<file path="config.mk">
export PLATFORM = sky130hd
export DESIGN_NAME = fphs_walk
export DESIGN_NICKNAME = d
export VERILOG_FILES = /design/src/rtl/fphs_pkg.sv /design/src/rtl/fphs_blend.sv /design/src/rtl/fphs_walk.sv
export VERILOG_INCLUDE_DIRS = /design/src /design/src/rtl
export SDC_FILE = /design/constraint.sdc
export NUM_CORES = 2
export LEC_CHECK = 0
export BUFFER_PORTS_ARGS = -buffer_cell sky130_fd_sc_hd__clkbuf_2
export CAP_MARGIN = 30
export CELL_PAD_IN_SITES_DETAIL_PLACEMENT = 1
export CELL_PAD_IN_SITES_GLOBAL_PLACEMENT = 2
export CORE_ASPECT_RATIO = 0.8
export CORE_MARGIN = 1
export CORE_UTILIZATION = 45
export DETAILED_ROUTE_END_ITERATION = 16
export MAX_ROUTING_LAYER = met4
export PLACE_DENSITY_LB_ADDON = 0.1
export RECOVER_POWER = 25
export SYNTH_ARGS = -nofsm -noshare
export SYNTH_HDL_FRONTEND = slang
export SYNTH_SLANG_ARGS = --single-unit
</file>
<file path="constraint.sdc">
create_clock -name clock -period 14.7 [get_ports clock]
set_clock_uncertainty 0.15 [all_clocks]
set_input_delay 2.94 -clock clock [delete_from_list [all_inputs] [get_ports clock]]
set_output_delay 2.94 -clock clock [all_outputs]
set_load 0.02 [all_outputs]
</file>
<file path="src/rtl/four_pass_height_smoothing_defines.svh">
// Assertion macros used by the smoothing walk (fphs_walk).
`ifndef FOUR_PASS_HEIGHT_SMOOTHING_DEFINES_SVH
`define FOUR_PASS_HEIGHT_SMOOTHING_DEFINES_SVH

// The consequent must hold in the same cycle as the antecedent.
`define FPHS_ASSERT_SAME(label, clk, rst, ante, cons, msg) \
   label: assert property (@(posedge clk) disable iff (rst) (ante) |-> (cons)) \
      else $error(msg);

// The consequent must hold in the cycle after the antecedent.
`define FPHS_ASSERT_NEXT(label, clk, rst, ante, cons, msg) \
   label: assert property (@(posedge clk) disable iff (rst) (ante) |=> (cons)) \
      else $error(msg);

`endif

</file>
<file path="src/rtl/fphs_pkg.sv">
package fphs_pkg;

   localparam int MAX_SIDE    = 64;
   localparam int SIDE_W      = $clog2(MAX_SIDE);
   localparam int ADDR_W      = 2 * SIDE_W;
   localparam int STORE_DEPTH = MAX_SIDE * MAX_SIDE;
   localparam int HEIGHT_W    = 32;
   localparam int COEFF_W     = 17;
   localparam int GRID_W      = 7;
   localparam int OP_W        = 2;
   localparam int CSR_IDX_W   = 4;

   localparam logic [COEFF_W-1:0] COEFF_ONE = COEFF_W'(65536);

   typedef enum logic [OP_W-1:0] {
      OP_WRITE  = 2'd0,
      OP_FILTER = 2'd1,
      OP_READ   = 2'd2
   } op_type;

   localparam logic KIND_READ = 1'b0;
   localparam logic KIND_DONE = 1'b1;

   localparam logic [CSR_IDX_W-1:0] CSR_COEFF = CSR_IDX_W'(0);
   localparam logic [CSR_IDX_W-1:0] CSR_SIDE  = CSR_IDX_W'(1);

   typedef struct packed {
      logic                we;
      logic [ADDR_W-1:0]   waddr;
      logic [HEIGHT_W-1:0] wdata;
      logic                re;
      logic [ADDR_W-1:0]   raddr;
   } mem_req_type;

endpackage

</file>
<file path="src/rtl/fphs_blend.sv">
module fphs_blend (
   input  logic                          clock,
   input  logic                          load,
   input  logic [fphs_pkg::HEIGHT_W-1:0] prev,
   input  logic [fphs_pkg::HEIGHT_W-1:0] cur,
   input  logic [fphs_pkg::COEFF_W-1:0]  coeff,
   output logic [fphs_pkg::HEIGHT_W-1:0] result
);
   import fphs_pkg::*;

   localparam int DIFF_W = HEIGHT_W + 1;
   localparam int PROD_W = COEFF_W + 1 + DIFF_W;
   localparam int FRAC_W = 16;
   localparam int SUM_W  = PROD_W - FRAC_W;

   // k*prev + (1-k)*cur is rewritten as cur + k*(prev-cur), one multiply.
   logic signed [DIFF_W-1:0]  diff;
   logic signed [COEFF_W:0]   coeff_s;
   logic signed [PROD_W-1:0]  prod_in;
   logic signed [PROD_W-1:0]  prod_ff;
   logic signed [HEIGHT_W-1:0] cur_ff;
   logic signed [SUM_W-1:0]   sum;

   assign diff    = DIFF_W'($signed(prev)) - DIFF_W'($signed(cur));
   assign coeff_s = $signed({1'b0, coeff});
   assign prod_in = coeff_s * diff;

   always_ff @(posedge clock) begin
      if (load) begin
         prod_ff <= prod_in;
         cur_ff  <= $signed(cur);
      end
   end

   // The arithmetic shift floors the product; the sum stays between prev and cur.
   assign sum    = SUM_W'(cur_ff) + prod_ff[PROD_W-1:FRAC_W];
   assign result = sum[HEIGHT_W-1:0];

endmodule

</file>
<file path="src/rtl/fphs_walk.sv">
`include "four_pass_height_smoothing_defines.svh"

module fphs_walk (
   input  logic                          clock,
   input  logic                          reset,
   input  logic                          start,
   input  logic [fphs_pkg::COEFF_W-1:0]  coeff_cfg,
   input  logic [fphs_pkg::GRID_W-1:0]   side_cfg,
   input  logic [fphs_pkg::HEIGHT_W-1:0] rd_data,
   input  logic                          fin_ack,
   output fphs_pkg::mem_req_type         walk_mem,
   output logic                          busy,
   output logic                          fin_req
);
   import fphs_pkg::*;

   typedef enum logic [6:0] {
      S_IDLE  = 7'b0000001,
      S_HEAD  = 7'b0000010,
      S_PRIME = 7'b0000100,
      S_FETCH = 7'b0001000,
      S_MUL   = 7'b0010000,
      S_STORE = 7'b0100000,
      S_DONE  = 7'b1000000
   } state_type;

   typedef enum logic [1:0] {
      PASS_EAST  = 2'd0,
      PASS_WEST  = 2'd1,
      PASS_SOUTH = 2'd2,
      PASS_NORTH = 2'd3
   } pass_type;

   state_type           state_ff, state_in;
   pass_type            pass_ff, pass_in;
   logic [SIDE_W-1:0]   band_ff, band_in;
   logic [SIDE_W-1:0]   pos_ff, pos_in;
   logic [SIDE_W-1:0]   side_m1_ff, side_m1_in;
   logic [COEFF_W-1:0]  coeff_ff, coeff_in;
   logic [HEIGHT_W-1:0] prev_ff, prev_in;

   logic [COEFF_W-1:0]  coeff_eff;
   logic [GRID_W-1:0]   side_eff;
   logic [SIDE_W-1:0]   rev_pos;
   logic [SIDE_W-1:0]   row;
   logic [SIDE_W-1:0]   col;
   logic [GRID_W-1:0]   side_n;
   logic [2*SIDE_W:0]   lin;
   logic [ADDR_W-1:0]   addr;
   logic                blend_load;
   logic [HEIGHT_W-1:0] blend_res;

   assign coeff_eff = (coeff_cfg > COEFF_ONE) ? COEFF_ONE : coeff_cfg;
   assign side_eff  = (side_cfg > GRID_W'(MAX_SIDE)) ? GRID_W'(MAX_SIDE) : side_cfg;

   // Cell address of position pos_ff in band band_ff of the current pass.
   assign rev_pos = side_m1_ff - pos_ff;
   always_comb begin
      unique case (pass_ff)
         PASS_EAST: begin
            row = band_ff;
            col = pos_ff;
         end
         PASS_WEST: begin
            row = band_ff;
            col = rev_pos;
         end
         PASS_SOUTH: begin
            row = pos_ff;
            col = band_ff;
         end
         PASS_NORTH: begin
            row = rev_pos;
            col = band_ff;
         end
         default: begin
            row = band_ff;
            col = pos_ff;
         end
      endcase
   end

   assign side_n = GRID_W'(side_m1_ff) + GRID_W'(1);
   assign lin    = row * side_n + (2*SIDE_W+1)'(col);
   assign addr   = lin[ADDR_W-1:0];

   assign blend_load = (state_ff == S_MUL);

   fphs_blend u_blend (
      .clock  (clock),
      .load   (blend_load),
      .prev   (prev_ff),
      .cur    (rd_data),
      .coeff  (coeff_ff),
      .result (blend_res)
   );

   always_comb begin
      state_in   = state_ff;
      pass_in    = pass_ff;
      band_in    = band_ff;
      pos_in     = pos_ff;
      side_m1_in = side_m1_ff;
      coeff_in   = coeff_ff;
      prev_in    = prev_ff;
      walk_mem   = '0;
      walk_mem.raddr = addr;
      walk_mem.waddr = addr;
      walk_mem.wdata = blend_res;
      fin_req    = 1'b0;

      unique case (state_ff)
         S_IDLE: begin
            if (start) begin
               pass_in    = PASS_EAST;
               band_in    = '0;
               pos_in     = '0;
               coeff_in   = coeff_eff;
               side_m1_in = SIDE_W'(side_eff - GRID_W'(1));
               // A side of zero or one leaves every band with its first cell only.
               state_in   = (side_cfg < GRID_W'(2)) ? S_DONE : S_HEAD;
            end
         end
         S_HEAD: begin
            walk_mem.re = 1'b1;
            state_in    = S_PRIME;
         end
         S_PRIME: begin
            prev_in  = rd_data;
            pos_in   = pos_ff + SIDE_W'(1);
            state_in = S_FETCH;
         end
         S_FETCH: begin
            walk_mem.re = 1'b1;
            state_in    = S_MUL;
         end
         S_MUL: begin
            state_in = S_STORE;
         end
         S_STORE: begin
            walk_mem.we = 1'b1;
            prev_in     = blend_res;
            if (pos_ff == side_m1_ff) begin
               pos_in = '0;
               if (band_ff == side_m1_ff) begin
                  band_in = '0;
                  if (pass_ff == PASS_NORTH) begin
                     state_in = S_DONE;
                  end else begin
                     pass_in  = pass_type'(pass_ff + 2'd1);
                     state_in = S_HEAD;
                  end
               end else begin
                  band_in  = band_ff + SIDE_W'(1);
                  state_in = S_HEAD;
               end
            end else begin
               pos_in   = pos_ff + SIDE_W'(1);
               state_in = S_FETCH;
            end
         end
         S_DONE: begin
            fin_req = 1'b1;
            if (fin_ack) begin
               state_in = S_IDLE;
            end
         end
         default: begin
            state_in = S_IDLE;
         end
      endcase
   end

   always_ff @(posedge clock) begin
      if (reset) begin
         state_ff   <= S_IDLE;
         pass_ff    <= PASS_EAST;
         band_ff    <= '0;
         pos_ff     <= '0;
         side_m1_ff <= '0;
      end else begin
         state_ff   <= state_in;
         pass_ff    <= pass_in;
         band_ff    <= band_in;
         pos_ff     <= pos_in;
         side_m1_ff <= side_m1_in;
      end
   end

   always_ff @(posedge clock) begin
      coeff_ff <= coeff_in;
      prev_ff  <= prev_in;
   end

   assign busy = (state_ff != S_IDLE);

   // The blended value is written back in S_STORE to the cell that S_FETCH read.
   `FPHS_ASSERT_SAME(a_wb_addr, clock, reset, walk_mem.we, walk_mem.waddr == $past(walk_mem.raddr, 2), "write-back address differs from fetch address")
   `FPHS_ASSERT_SAME(a_cnt_range, clock, reset, busy, (pos_ff <= side_m1_ff) && (band_ff <= side_m1_ff), "band or position counter beyond the field")
   `FPHS_ASSERT_NEXT(a_fin_hold, clock, reset, fin_req && !fin_ack, fin_req, "completion request dropped before it was taken")

endmodule

</file>
# After elaboration in Yosys (flattened, before gate mapping)
# Cells that the tools add are included.
word_totals:
  word_cells: 78
  output_inout_bits: 60
  regBits: 156
  input_bits: 60
classes:
  n_mux: 25
  n_eq_ne: 18
  n_mul: 2
  magnitude_cmp: 3
  addsub: 9
  n_reduce_logical: 12
op_table:
  columns: ["cell", "n"]
  rows:
  - ["$pmux W32 S2", 1]
  - ["$pmux W6 S3", 3]
  - ["$pmux W7 S7", 1]
  - ["$mul A18 B33 Y48", 1]
  - ["$mux W7", 6]
  - ["$sub A32 B32 Y33", 1]
  - ["$add A32 B32 Y32", 1]
  - ["$mux W6", 5]
  - ["$gt A17 B17 Y1 const B", 1]
  - ["$add A12 B6 Y12", 1]
  - ["$add A6 B1 Y6 const B", 2]
  - ["$eq A6 B6 Y1", 2]
  - ["$mul A6 B7 Y12", 1]
  - ["$pmux W6 S2", 1]
  - ["$ne A2 B2 Y1 const B", 5]
  - ["$mux W2", 4]
  - ["$add A6 B1 Y7 const B", 1]
  - ["$eq A7 B1 Y1 const B", 1]
  - ["$eq A7 B2 Y1 const B", 1]
  - ["$eq A7 B3 Y1 const B", 1]
  - ["$eq A7 B4 Y1 const B", 1]
  - ["$eq A7 B5 Y1 const B", 1]
  - ["$eq A7 B6 Y1 const B", 1]
  - ["$eq A7 B7 Y1 const B", 1]
  - ["other kinds (17)", 25]

# Longest topological paths before layout
logic_depth:
  word_depth: 5
  depth_mapped: 36
  ltp_nobuf: 34

# By module
# A second synthesis with hierarchy kept.
unflattened:
  hier_cells: 3457
  hier_area_um2: 30912.1
modules_own_cells:
  columns: ["mod", "area_each_um2", "n_inst", "cells_each", "seq_area_each_um2"]
  rows:
  - ["fphs_blend", 25381.8, 1, 2908, 1921.8]
  - ["fphs_walk", 5530.3, 1, 549, 2011.9]

# Least setup slack after synthesis
# Ideal clock, no wire load.
synth_timing:
  path_kind: "input to register"
  start: "in rd_data[2] (netlist name)"
  end: "reg u_blend.prod_ff[47], data pin"
  setup_time_ps: 269
  arrival_time_ps: 10522
  slack_ps: 3759
  path_buffers: 1
  required_ps: 14281
  path_stages: 33
  path_cell_list: "inv_1 ha_1 nor2b_1 o31a_1 o31a_1 a31o_4 a31oi_4 o21bai_1 a21oi_1 xnor2_1 clkbuf_1 and2_1 fa_1 inv_1 fa_1 fa_1 inv_1 fa_1 fa_1 inv_1 fa_1 inv_1 ha_1 a21o_1 a21o_1 a21oi_1 o22ai_1 a211oi_1 a31o_2 a21oi_1 and2_1 o221ai_1 xor3_1"
synth_between:
  elab_chain_len: 2
synth_rtl:
  columns: ["element", "line", "text"]
  rows:
  - ["from (decl)", "fphs_walk.sv:9", "input logic [fphs_pkg::HEIGHT_W-1:0] rd_data,"]
  - ["$sub A32 B32 Y33", "fphs_blend.sv:24", "assign diff = DIFF_W'($signed(prev)) - DIFF_W'($signed(cur));"]
  - ["$mul A18 B33 Y48", "fphs_blend.sv:26", "assign prod_in = coeff_s * diff;"]
  - ["named net u_blend.prod_in[47]", "fphs_blend.sv:19", "logic signed [PROD_W-1:0] prod_in;"]
  - ["to (signal assigned)", "fphs_blend.sv:30", "prod_ff <= prod_in;"]
  - ["to (decl)", "fphs_blend.sv:20", "logic signed [PROD_W-1:0] prod_ff;"]
# The timed path passes the listed nets, and every way through them passes these cells.
# A chain may end at the register's enable or synchronous reset.

# Worst setup path after layout
layout_timing:
  start: "in rd_data[8] (netlist name)"
  end: "reg u_blend.prod_ff[45], data pin"
# The elaborated chain is that of the path after synthesis.

==> flow_metrics.tcl <==
set metrics [dict create \
    status "complete, but fails checks" \
    violations "capacitance limit, slew limit" \
    drtAntennaViolNets 0 \
    setup_viol_count_final 0 \
    avgViaCountPerCell 5.269 \
    drc 0 \
    drtIter0Drc 908 \
    synth_seq_area_share_pct 13.53 \
    r2r_end "u_blend.prod_ff[45]" \
    synthArstFlopShare_pct 0 \
    tightest_slew_ns 3.902 \
    place_area_mm2 0.03069 \
    synth_cells 3170 \
    cts_hold_buf 0 \
    r2r_start "prev_ff[8]" \
    cts_resized 0 \
    clk_path_buf_depth 2 \
    finalCriticalPeriod_ns 11.97 \
    overflow 0 \
    yosys-top-cells-area "fa_1 37%, edfxtp_1 12%, ha_1 9.3%, inv_1 9.2%, and2_1 6.2%" \
    path_buf_inv 7 \
    syn_area_per_cell_um2 9.172 \
    insertion_delay_ns 0.46 \
    num_rows 82 \
    cts.sink_count 140 \
    start_util_pct 46.00 \
    min_to "pass_ff[1]" \
    rsz0062_at_grt "false" \
    relSlewSlack_pct -160.1 \
    cts_root_buf "clkbuf_16" \
    cp-start-kind "primary input" \
    max_stage_delay_ns 0.73 \
    path_max_fanout 17 \
    nets 4047 \
    arrival_ns 12.03 \
    final_hold_viol_count 0 \
    ys_ff_latch 140 \
    crit_type "in2reg" \
    final_cell_mix "714 x inv_1, 540 x fa_1, 342 x nand2_1" \
    min_path_cells 2 \
    io_pins 120 \
    synth_edf_count 113 \
    clk_pin_slew_ns 0.07 \
    synthFlopType "edfxtp_1" \
    grt_max_degree 64 \
    yosysWarnings 0 \
    layout_commonest_cell "inv_1" \
    dp_hpwl_mm 64.86 \
    yosysUniqueCellTypes 77 \
    tns_ns 0 \
    drive_gt1_share_pct 7.645 \
    critical_path.most_common_cell "fa_1" \
    cap_violations 2 \
    die_y_um 229.4 \
    cts-buffers-inserted 17 \
    syn_area_mm2 0.02908 \
    antenna_found_initial 1 \
    die_w_um 286.2 \
    fmax_mhz 83.55 \
    synth_top_area_cell "fa_1" \
    synth_top_area_share_pct 37.18 \
    hold_start "pass_ff[1]" \
    endpoint_kind "register" \
    synth_fp_nets 3986 \
    ctsHtreeMaxLevel 4 \
    ff2ff_setup_slack_ns 4.98 \
    gp_congestion 0.8718 \
    placed_cells 4052 \
    finalCritPeriodShare_pct 81.42 \
    crit_required_ns 14.76 \
    final_area_mm2 0.03133 \
    cts_tree "built" \
    cpMaxStageDelayCell "o311ai_1" \
    area_delta_synth_final_pct 7.737 \
    final_cells 4085 \
    post_drt_wl_per_cell_um 20.46 \
    portBuffers 119 \
    via_count 21530 \
    postCtsSetupBuffers 0 \
    ff2ff_path_depth 33 \
    core_mm2 0.06320 \
    drt_wl_total_mm 83.56 \
    grt_pass1_vias 23920 \
    fin_hold_ws_ns 0.3693 \
    die-area_mm2 0.06564 \
    grt_util_all_layers_pct 27.43 \
    hold_path_class "reg2reg" \
    dr.pass1.iters 5 \
    cpLargestDelayFamily "adder cells" \
    grt_pass1_wl_mm 134.3 \
    final_max_slew_viol_count 98 \
]
-- registers in the layout, indices dropped and copies added, names as in the netlist --
register and flops:
pos_ff 6, u_blend.cur_ff 32, state_ff 7, side_m1_ff 6, pass_ff 2, coeff_ff 17
band_ff 6, prev_ff 32, u_blend.prod_ff 32
-- final cells by class --
cell class                 instances  area (um^2)
sequential                       140         3934
inverter                         715         2684
antenna                            1        2.502
timing repair buffer             170         1008
fill                            7354        31880
multi-input combinational       2187        22010
tap                              840         1051
clock buffer                      17        425.4
clock inverter                    15        210.2
-- Yosys cell counts (7+ instances only) --
cell type	instances
ha_1	216
o211ai_1	7
a21oi_1	100
o21a_1	18
xor2_1	39
xnor2_1	101
buf_4	12
a21o_1	52
nand2b_1	29
inv_1	715
o21ai_0	74
o21bai_1	13
clkbuf_1	109
fa_1	540
edfxtp_1	113
nand2_1	342
a221oi_1	7
and2_1	287
nand4_1	17
nor2b_1	64
nor4_1	8
nor2_1	101
nand3_1	26
a211oi_1	13
mux2_2	7
dfxtp_1	27
nor3_1	17
-- worst min-delay path: stages (launching register included) --
cell,delay [ns]
dfxtp_1,0.34
nand2_1,0.07
a21oi_1,0.06
-- worst max-delay path by stage --
stage	slack [ns]	start	to	cells past startpoint
6_report	2.73	rd_data[8]	u_blend.prod_ff[45]	35
2_1_floorplan	3.76	rd_data[2]	u_blend.prod_ff[47]	33
3_3_place_gp	2.58	rd_data[0]	u_blend.prod_ff[47]	33
4_1_cts	2.83	rd_data[0]	u_blend.prod_ff[47]	33
3_5_place_dp	2.37	rd_data[0]	u_blend.prod_ff[47]	33
5_1_grt	2.33	rd_data[0]	u_blend.prod_ff[47]	33
-- cell families (layout without fill, tap and decap cells) --
family | after synthesis | in the layout | synth area share, %
simple gates | 925 | 925 | 16.03
buf+inv | 843 | 917 | 11.11
fa+ha+maj | 756 | 756 | 46.48
compound gates | 353 | 353 | 8.095
xor+xnor | 141 | 141 | 4.299
flops | 140 | 140 | 13.53
mux | 12 | 12 | 0.4605
other cells | 0 | 1 | 0
-- per-stage QoR --
stage,util (%),setup slack (ns)
3_5_place_dp,48.57,2.374
6_report,49.56,2.731
4_1_cts,49.57,2.832
2_1_floorplan,-,3.759
3_3_place_gp,48.45,2.577
5_1_grt,49.56,2.327
-- routing by layer --
layer	part of all wire [%]	track usage, %	vias to the layer above	routed length [um]
met5	0	-	-	0
met4	1.8	5.816	0	1485
met3	2.4	2.430	93	2041
met2	51	47.23	316	43020
met1	44	35.14	11330	37010
li1	-	-	9788	-
Power is not shown: default switching activity piles up to over one toggle a cycle in this logic, so the estimate is an artifact.
